File: src/design/sed_pkg.sv
// Shared types, codes and character helpers for the string escape decoder.
package sed_pkg;

   localparam logic [1:0] MODE_PLAIN  = 2'd0;
   localparam logic [1:0] MODE_ESC    = 2'd1;
   localparam logic [1:0] MODE_HEX_HI = 2'd2;
   localparam logic [1:0] MODE_HEX_LO = 2'd3;

   localparam logic [1:0] ERR_NONE    = 2'd0;
   localparam logic [1:0] ERR_HEX     = 2'd1;
   localparam logic [1:0] ERR_UNKNOWN = 2'd2;

   localparam logic [7:0] CHAR_BACKSLASH = 8'h5C;
   localparam logic [7:0] CHAR_X         = 8'h78;

   typedef struct packed {
      logic [1:0] escape_mode;
      logic [3:0] high_nibble;
      logic [1:0] sticky_error;
   } state_type;

   typedef struct packed {
      logic [7:0] decoded_byte;
      logic       emit;
      logic [1:0] error_code;
      logic       end_mark;
   } result_type;

   typedef struct packed {
      logic       ok;
      logic [3:0] value;
   } nibble_type;

   typedef struct packed {
      logic       ok;
      logic [7:0] value;
   } escape_type;

   function automatic nibble_type hex_value(input logic [7:0] c);
      nibble_type r;
      r.ok    = 1'b1;
      r.value = 4'd0;
      if (c >= 8'h30 && c <= 8'h39) begin
         r.value = 4'(c - 8'h30);
      end else if (c >= 8'h61 && c <= 8'h66) begin
         r.value = 4'(c - 8'h61 + 8'd10);
      end else if (c >= 8'h41 && c <= 8'h46) begin
         r.value = 4'(c - 8'h41 + 8'd10);
      end else begin
         r.ok = 1'b0;
      end
      return r;
   endfunction

   function automatic escape_type simple_escape(input logic [7:0] c);
      escape_type r;
      r.ok = 1'b1;
      case (c)
         8'h27: r.value = 8'h27;   // '
         8'h22: r.value = 8'h22;   // "
         8'h5C: r.value = 8'h5C;   // backslash
         8'h6E: r.value = 8'h0A;   // n
         8'h72: r.value = 8'h0D;   // r
         8'h74: r.value = 8'h09;   // t
         8'h62: r.value = 8'h08;   // b
         8'h66: r.value = 8'h0C;   // f
         8'h76: r.value = 8'h0B;   // v
         8'h30: r.value = 8'h00;   // 0
         8'h61: r.value = 8'h07;   // a
         default: begin
            r.ok    = 1'b0;
            r.value = 8'h00;
         end
      endcase
      return r;
   endfunction

endpackage

File: src/design/sed_if.sv
// Valid/ready channel interfaces for the decoder's input and result words.
interface sed_req_if;
   logic       valid;
   logic       ready;
   logic [7:0] raw_byte;
   logic       final_byte;

   modport source (output valid, output raw_byte, output final_byte, input ready);
   modport sink   (input valid, input raw_byte, input final_byte, output ready);
endinterface

interface sed_rsp_if;
   logic       valid;
   logic       ready;
   logic [7:0] decoded_byte;
   logic       emit;
   logic [1:0] error_code;
   logic       end_mark;

   modport source (output valid, output decoded_byte, output emit, output error_code,
                   output end_mark, input ready);
   modport sink   (input valid, input decoded_byte, input emit, input error_code,
                   input end_mark, output ready);
endinterface

File: src/design/sed_step.sv
// One decode step: escape state and raw byte in, next state and result out.
module sed_step (
   input  sed_pkg::state_type  state,
   input  logic [7:0]          raw_byte,
   input  logic                final_byte,
   output sed_pkg::state_type  state_next,
   output sed_pkg::result_type result
);
   import sed_pkg::*;

   nibble_type hex;
   escape_type esc;
   state_type  s;
   logic [7:0] out_byte;
   logic       out_emit;

   assign hex = hex_value(raw_byte);
   assign esc = simple_escape(raw_byte);

   always_comb begin
      s        = state;
      out_byte = 8'h00;
      out_emit = 1'b0;
      if (state.sticky_error == ERR_NONE) begin
         unique case (state.escape_mode)
            MODE_PLAIN: begin
               if (raw_byte == CHAR_BACKSLASH) begin
                  s.escape_mode = MODE_ESC;
               end else begin
                  out_byte = raw_byte;
                  out_emit = 1'b1;
               end
            end
            MODE_ESC: begin
               if (raw_byte == CHAR_X) begin
                  s.escape_mode = MODE_HEX_HI;
               end else if (esc.ok) begin
                  out_byte      = esc.value;
                  out_emit      = 1'b1;
                  s.escape_mode = MODE_PLAIN;
               end else begin
                  s.sticky_error = ERR_UNKNOWN;
                  s.escape_mode  = MODE_PLAIN;
               end
            end
            MODE_HEX_HI: begin
               if (hex.ok) begin
                  s.high_nibble = hex.value;
                  s.escape_mode = MODE_HEX_LO;
               end else begin
                  s.sticky_error = ERR_HEX;
                  s.escape_mode  = MODE_PLAIN;
               end
            end
            MODE_HEX_LO: begin
               if (hex.ok) begin
                  out_byte = {state.high_nibble, hex.value};
                  out_emit = 1'b1;
               end else begin
                  s.sticky_error = ERR_HEX;
               end
               s.escape_mode = MODE_PLAIN;
            end
            default: s.escape_mode = MODE_PLAIN;
         endcase
         // literal cut off inside an escape
         if (final_byte && s.sticky_error == ERR_NONE) begin
            if (s.escape_mode == MODE_ESC) begin
               s.sticky_error = ERR_UNKNOWN;
            end else if (s.escape_mode != MODE_PLAIN) begin
               s.sticky_error = ERR_HEX;
            end
         end
      end
      result.decoded_byte = out_byte;
      result.emit         = out_emit;
      result.error_code   = s.sticky_error;
      result.end_mark     = final_byte;
      if (final_byte) begin
         state_next = '0;
      end else begin
         state_next = s;
      end
   end

endmodule

File: src/design/string_escape_decoder.sv
// Top level of the string escape decoder: input register, decode step, result register.
// Decodes the source text of a C-style string literal, one raw byte per input word,
// into the bytes it stands for; every input word yields exactly one result word, which
// carries the decoded byte (valid when emit is set), the sticky error code and a copy of
// the end mark. A new word is accepted every cycle unless a stalled result word blocks it;
// a word passes from the input register through the decode step into the result register,
// and the escape state advances as a word moves between the two registers.
// The end mark returns the escape state and error to their reset values.
module string_escape_decoder (
   input  logic             clock,
   input  logic             reset,
   sed_req_if.sink          req,
   sed_rsp_if.source        rsp
);
   import sed_pkg::*;

   logic       in_valid_ff, in_valid_in;
   logic [7:0] in_byte_ff, in_byte_in;
   logic       in_final_ff, in_final_in;
   logic       out_valid_ff, out_valid_in;
   result_type out_result_ff, out_result_in;
   state_type  state_ff, state_in;
   state_type  step_state;
   result_type step_result;
   logic       advance;
   logic       out_free;

   sed_step u_step (
      .state      (state_ff),
      .raw_byte   (in_byte_ff),
      .final_byte (in_final_ff),
      .state_next (step_state),
      .result     (step_result)
   );

   assign out_free  = !out_valid_ff || rsp.ready;
   assign advance   = in_valid_ff && out_free;
   assign req.ready = !in_valid_ff || advance;

   always_comb begin
      in_valid_in   = in_valid_ff;
      in_byte_in    = in_byte_ff;
      in_final_in   = in_final_ff;
      out_valid_in  = out_valid_ff;
      out_result_in = out_result_ff;
      state_in      = state_ff;
      if (advance) begin
         in_valid_in = 1'b0;
      end
      if (req.valid && req.ready) begin
         in_valid_in = 1'b1;
         in_byte_in  = req.raw_byte;
         in_final_in = req.final_byte;
      end
      if (out_free) begin
         out_valid_in = advance;
      end
      if (advance) begin
         out_result_in = step_result;
         state_in      = step_state;
      end
   end

   always_ff @(posedge clock) begin
      if (reset) begin
         in_valid_ff  <= 1'b0;
         out_valid_ff <= 1'b0;
         state_ff     <= '0;
      end else begin
         in_valid_ff  <= in_valid_in;
         out_valid_ff <= out_valid_in;
         state_ff     <= state_in;
      end
      in_byte_ff    <= in_byte_in;
      in_final_ff   <= in_final_in;
      out_result_ff <= out_result_in;
   end

   assign rsp.valid        = out_valid_ff;
   assign rsp.decoded_byte = out_result_ff.decoded_byte;
   assign rsp.emit         = out_result_ff.emit;
   assign rsp.error_code   = out_result_ff.error_code;
   assign rsp.end_mark     = out_result_ff.end_mark;

endmodule

File: src/flat_wrapper.sv
// flat-port wrapper written by rule: the top's interface ports become plain ports
module string_escape_decoder_flat import sed_pkg::*;
  (clock, reset, req_valid, req_raw_byte, req_final_byte, req_ready, rsp_valid, rsp_decoded_byte, rsp_emit, rsp_error_code, rsp_end_mark, rsp_ready);
  sed_req_if req_i ();
  sed_rsp_if rsp_i ();
  input  logic clock;
  input  logic reset;
  input wire logic [$bits(req_i.valid)-1:0] req_valid;
  input wire logic [$bits(req_i.raw_byte)-1:0] req_raw_byte;
  input wire logic [$bits(req_i.final_byte)-1:0] req_final_byte;
  output wire logic [$bits(req_i.ready)-1:0] req_ready;
  output wire logic [$bits(rsp_i.valid)-1:0] rsp_valid;
  output wire logic [$bits(rsp_i.decoded_byte)-1:0] rsp_decoded_byte;
  output wire logic [$bits(rsp_i.emit)-1:0] rsp_emit;
  output wire logic [$bits(rsp_i.error_code)-1:0] rsp_error_code;
  output wire logic [$bits(rsp_i.end_mark)-1:0] rsp_end_mark;
  input wire logic [$bits(rsp_i.ready)-1:0] rsp_ready;
  assign req_i.valid = req_valid;
  assign req_i.raw_byte = req_raw_byte;
  assign req_i.final_byte = req_final_byte;
  assign req_ready = req_i.ready;
  assign rsp_valid = rsp_i.valid;
  assign rsp_decoded_byte = rsp_i.decoded_byte;
  assign rsp_emit = rsp_i.emit;
  assign rsp_error_code = rsp_i.error_code;
  assign rsp_end_mark = rsp_i.end_mark;
  assign rsp_i.ready = rsp_ready;
  string_escape_decoder u_core (.clock(clock), .reset(reset), .req(req_i), .rsp(rsp_i));
endmodule
File: config.mk
export PLATFORM = sky130hd
export DESIGN_NAME = string_escape_decoder_flat
export DESIGN_NICKNAME = d
export VERILOG_FILES = /design/src/design/sed_pkg.sv /design/src/design/sed_if.sv /design/src/design/sed_step.sv /design/src/design/string_escape_decoder.sv /design/src/flat_wrapper.sv
export SDC_FILE = /design/constraint.sdc
export NUM_CORES = 1
export LEC_CHECK = 0
export ABC_AREA = 1
export ABC_CLOCK_PERIOD_IN_PS = 2300
export BUFFER_PORTS_ARGS = -buffer_cell sky130_fd_sc_hd__buf_2
export CORE_ASPECT_RATIO = 1.4
export CORE_MARGIN = 2
export CORE_UTILIZATION = 57
export DETAILED_ROUTE_END_ITERATION = 6
export GPL_TIMING_DRIVEN = 1
export PLACE_DENSITY = 0.79
export REMOVE_ABC_BUFFERS = 1
export SLEW_MARGIN = 20
export SYNTH_ARGS = -nofsm -noshare
export SYNTH_HDL_FRONTEND = slang
export SYNTH_HIERARCHICAL = 1
export SYNTH_SLANG_ARGS = --single-unit
export TNS_END_PERCENT = 20
File: constraint.sdc
create_clock -name clock -period 2.3 [get_ports clock]
set_clock_uncertainty 0.1 [all_clocks]
set_input_delay 0.46 -clock clock [delete_from_list [all_inputs] [get_ports clock]]
set_output_delay 0.46 -clock clock [all_outputs]
set_load 0.005 [all_outputs]
Word-level counts from Yosys, hierarchy flattened
Cells that the tools add are included.

Add/subtract/negate cells: 5. Equality and inequality tests: 16. Magnitude comparators: 6. Reductions and logical operators: 22. Muxes and demuxes: 37.

Operators with widths (count): $eq 8x7->1 const B (9); $pmux 7 s10 (1); $mux 8 (6); $eq 8x6->1 const B (3); $pmux 8 s3 (1); $mux 2 (11); $mux 4 (5); $ge 8x7->1 const B (2); $le 8x7->1 const B (2); $sub 4x1->4 const B (3); $reduce_or 11->1 (1); $mux 1 (10); $reduce_bool 2->1 (5); $add 4x4->4 const B (2); $ge 8x6->1 const B (1); $le 8x6->1 const B (1); $pmux 2 s4 (1); $logic_and 1x1->1 (6); $logic_not 2->1 (3); $eq 2x1->1 const B (2); $eq 2x2->1 const B (2); $pmux 2 s2 (1); $reduce_and 4->1 (1); $pmux 1 s3 (1); 4 further kinds (6).

Input bits: 13. Register bits after elaboration: 31. Output and inout port bits: 14.

Depth between registers and ports, before layout
Depth after elaboration: 14. Mapped depth: 16. Gate-level depth less buffers: 16.

Hierarchy
The synthesis kept the hierarchy.

By module, submodules not included: string_escape_decoder (times used 1, cells an instance 85, area each 1084.8 µm², sequential area each 830.8 µm²); sed_step (times used 1, cells an instance 179, area each 972.2 µm², sequential area each 0.0 µm²).

Worst setup path before layout
No wires, ideal clock.

Kind: register -> register. Start: register u_core.in_byte_ff[0]. End: register u_core.out_result_ff, in the netlist u_core/rsp.emit (data pin). Stages on the path, launching flop included: 12. Arrival time: 1.537 ns. Slack: 0.411 ns. Setup time: 0.251 ns. Required time: 1.949 ns. Period minus slack after synthesis: 1.889 ns. Buffers on the path: 1. Path through: edfxtp_1 > inv_1 > ha_1 > inv_1 > nand3_2 > nand3_4 > nand2_4 > nand2_4 > inv_4 > a21oi_1 > a21oi_1 > buf_4.

Word-level cells in the longest chain between the ends: 7.

RTL lines: start: declaration (RTL line string_escape_decoder.sv:18) `logic [7:0] in_byte_ff, in_byte_in;`; start signal: assignment (RTL line string_escape_decoder.sv:74) `in_byte_ff <= in_byte_in;`; $ge 8x7->1 or $le 8x7->1 (tied branches) (RTL line sed_pkg.sv:47) `end else if (c >= 8'h41 && c <= 8'h46) begin`; $logic_and 1x1->1 (RTL line sed_pkg.sv:47); $mux 1 (RTL line sed_pkg.sv:47); $mux 1 (RTL line sed_pkg.sv:45) `end else if (c >= 8'h61 && c <= 8'h66) begin`; $mux 1 (RTL line sed_pkg.sv:43) `if (c >= 8'h30 && c <= 8'h39) begin`; $mux 1 (RTL line sed_step.sv:56) `if (hex.ok) begin`; $pmux 1 s3 * (RTL line sed_step.sv:25) `unique case (state.escape_mode)`; end signal: assignment (RTL line string_escape_decoder.sv:76) `out_result_ff <= out_result_in;`; end: declaration (RTL line string_escape_decoder.sv:21) `result_type out_result_ff, out_result_in;`.

Mark *: on every way between the ends. The rest lies on a longest branch, timed or not. A chain may end at the register's enable or synchronous reset.

==> flow_metrics.py <==
metrics = {
    "critical_path": {
        "critPathMaxFanout": 5,
        "slowest_stage": "edfxtp_1",
        "cp-end-kind": "flop",
        "cpLargestDelayFamily": "simple AND/OR/NAND/NOR gates",
        "crit_top_cell": "nand2_1",
        "worstPathRequired_ns": 2.38,
        "critPathArrivalTime_ns": 2.19,
        "crit_chain": "buf_4 > ha_1 > nand2_2 > inv_2 > nand2_1 > nand2_1 > nor2_2 > nand3_1 > nand2_1 > nand3_2 > nand2_1 > inv_1 > inv_1 > nand3_1 > nand2_1 > nor2_1",
        "path_class": "flop to flop",
        "path_buf_inv": 4,
        "cp-start-kind": "flop",
        "slowest_delay_ns": 0.38,
    },
    "timing": {
        "slew_viol_final": 0,
        "period_needed_ns": 2.10,
        "grt_setup_unrepaired": "no",
        "max_slew_margin_pct": 70.4,
        "setup-tns-final_ns": 0,
        "max_freq_mhz": 476,
        "finalHoldViolations": 0,
        "worst_pin_slew_ns": 0.443,
        "timing.final.crit_share_pct": 91.4,
        "setup_viol": 0,
    },
    "grt": {
        "antenna_found_initial": 0,
        "grt_use_total_pct": 24.2,
        "grt_pass1_vias": 1605,
        "grt_pass1_wl_mm": 7.07,
        "grt_overflow_total": 0,
        "grt_max_degree": 19,
    },
    "drt": {
        "antenna_left": 0,
        "num_vias": 1824,
        "drc": 0,
        "dr.pass1.iters": 4,
        "vias_per_cell": 5.46,
        "wl_per_cell_um": 13.0,
        "drt-initial-drc-count": 66,
        "wirelength_mm": 4.34,
    },
    "clock_tree": {
        "post_cts_buffers": 0,
        "cts_tree": "built",
        "cts_buffers": 5,
        "ctsHoldBuffers": 0,
        "root_buffer": "clkbuf_8",
        "cts_sinks": 31,
        "post_cts_resize_count": 0,
        "htreeDepth": 2,
        "cts_buffer_depth": 2,
        "clock_latency_ns": 0.28,
        "clk_pin_slew_worst_paths_ns": 0.07,
    },
    "place": {
        "finalWeightedCongestion": 0.938,
        "dp_hpwl_mm": 3.36,
        "io_buffers": 26,
    },
    "flow_run": {
        "max_cap_violations": 0,
    },
    "synthesis": {
        "ys_ff_latch": 31,
        "synth.distinct_cells": 32,
        "syn_avg_cell_area_um2": 7.79,
        "ys_seq_area_share_pct": 40.4,
        "syn_area_um2": 2060,
        "yosys_warnings": 6,
        "postSynthCellCount": 264,
    },
    "die": {
        "fp.dieArea_um2": 4110,
        "rows": 25,
        "chipWidth_um": 54.8,
        "start_util_pct": 60.3,
        "core_um2": 3410,
        "ios": 27,
        "die_h_um": 75.1,
    },
    "power": {
        "pwr-share-seq_pct": 47.7,
        "p_leak_nw": 1.10,
        "power_mw": 1.40,
        "switching_share_pct": 26.4,
        "p_switching_uw": 368,
        "power_frac_comb_pct": 16.1,
        "ir_drop_mv": 0.494,
        "p_per_area_nw_per_um2": 603,
        "p_int_mw": 1.03,
        "pwr-share-clk_pct": 36.1,
    },
    "finish": {
        "final_util_pct": 67.9,
        "final.fill_count": 296,
        "drive_gt1_share_pct": 25.2,
        "finalNetCount": 310,
        "areaGrowthSynthToFinish_pct": 12.5,
        "n_antenna_cell": 0,
    },
    "worst_hold_path": {
        "hp-class": "primary input to flop",
    },
    "run_status": {
        "status": "finished clean",
    },
}
==> registers in the layout, summed over array words and instances (netlist names) <==
name and count:
u_core/rsp.emit 1, u_core/rsp.error_code 2, u_core/in_final_ff 1, u_core/rsp.end_mark 1
u_core/rsp.valid 1, u_core/state_ff 8, u_core/rsp.decoded_byte 8, u_core/in_byte_ff 8
u_core/in_valid_ff 1
==> power by group through the flow <==
stage	Sequential (mW)	Clock, mW	Combinational (mW)
detailed placement	0.678	0	0.222
global placement	0.676	0	0.217
floorplan	0.679	0	0.147
CTS	0.666	0.514	0.223
finish	0.666	0.504	0.225
global route	0.672	0.534	0.254
==> cells in the mapped netlist, drive strengths merged <==
master  count  area share (%)
a211oi      1            0.37
a21oi      22             5.5
a31oi       2            0.61
buf         9             3.7
dfxtp      10             9.7
edfxtp     21              31
ha          4             2.4
inv        49             9.2
nand2      64              14
nand3      31              10
nand4       2            0.61
nor2       29             6.6
nor3        2            0.49
o211ai      2            0.97
o21a        1            0.37
o21ai       9             2.2
o221ai      2            0.85
o22ai       1            0.30
xor2        3             1.3
==> layer usage <==
metal | up-vias | track usage (%) | routed length (um)
li1 | 909 | - | -
met1 | 824 | 27.5 | 1660
met2 | 81 | 42.6 | 2290
met3 | 10 | 5.56 | 298
met4 | 0 | 8.89 | 86
met5 | - | 0 | 0
==> worst register-to-register path, cell delays in order, from the launching register on <==
cell,delay (ns)
edfxtp_1,0.38
buf_4,0.16
ha_1,0.25
nand2_2,0.12
inv_2,0.04
nand2_1,0.07
nand2_1,0.09
nor2_2,0.14
nand3_1,0.14
nand2_1,0.11
nand3_2,0.07
nand2_1,0.06
inv_1,0.04
inv_1,0.04
nand3_1,0.07
nand2_1,0.08
nor2_1,0.04
==> cells by family (layout without fill, tap and decap cells) <==
family	after synthesis	in the layout	share of synthesized area (%)
and+or+nand+nor	128	128	31.8
buffers and inverters	58	88	12.9
adders and majority gates	4	4	2.43
xor gates and xnor gates	3	3	1.28
DFF	31	31	40.4
AOI/OAI and AO/OA	40	40	11.2
==> worst paths after layout <==
check | from | end | cells after the start | slack (ns)
max | u_core/in_byte_ff[1]$_DFFE_PP_ | u_core/state_ff[0]$_SDFFE_PP0P_ | 16 | 0.20
min | req_raw_byte[7] | u_core/in_byte_ff[7]$_DFFE_PP_ | 1 | 0.25
max reg2reg | u_core/in_byte_ff[1]$_DFFE_PP_ | u_core/state_ff[0]$_SDFFE_PP0P_ | 16 | 0.20
min reg2reg | u_core/state_ff[3]$_SDFFE_PP0P_ | u_core/state_ff[3]$_SDFFE_PP0P_ | 2 | 0.39
==> cell usage in the layout, fill, tap and decap left out, types with 3 or more instances in the layout <==
| master | instances |
|---|---|
| nand3_2 | 7 |
| nand2_1 | 54 |
| ha_1 | 4 |
| nand2_4 | 3 |
| buf_4 | 5 |
| nor2_1 | 21 |
| nor2_2 | 6 |
| buf_2 | 26 |
| edfxtp_1 | 21 |
| xor2_1 | 3 |
| inv_2 | 4 |
| clkbuf_8 | 6 |
| dfxtp_1 | 10 |
| nand3_1 | 22 |
| a21oi_1 | 21 |
| o21ai_0 | 7 |
| nand2_2 | 7 |
| inv_1 | 43 |
==> metrics by stage <==
step	instance area [um^2]	worst slack, ns	hold WS [ns]	instances
after global routing	2310	0.000872	0.235	334
after floorplan	1980	0.382	0.352	255
after CTS	2310	0.218	0.241	334
final	2310	0.198	0.248	334
after global placement	2200	0.250	0.365	326
after detailed placement	2200	0.234	0.374	326
==> layout make-up <==
type                            instances  area [um^2]  share of cell area (%)
Multi-Input combinational cell        175          963                    41.6
Sequential cell                        31          831                    35.9
Inverter                               49          189                    8.17
Timing Repair Buffer                   31          168                    7.25
Clock buffer                            7          108                    4.65
Tap cell                               40         50.0                    2.16
Clock inverter                          1         5.00                   0.216
(Power assumes the default switching activity.)
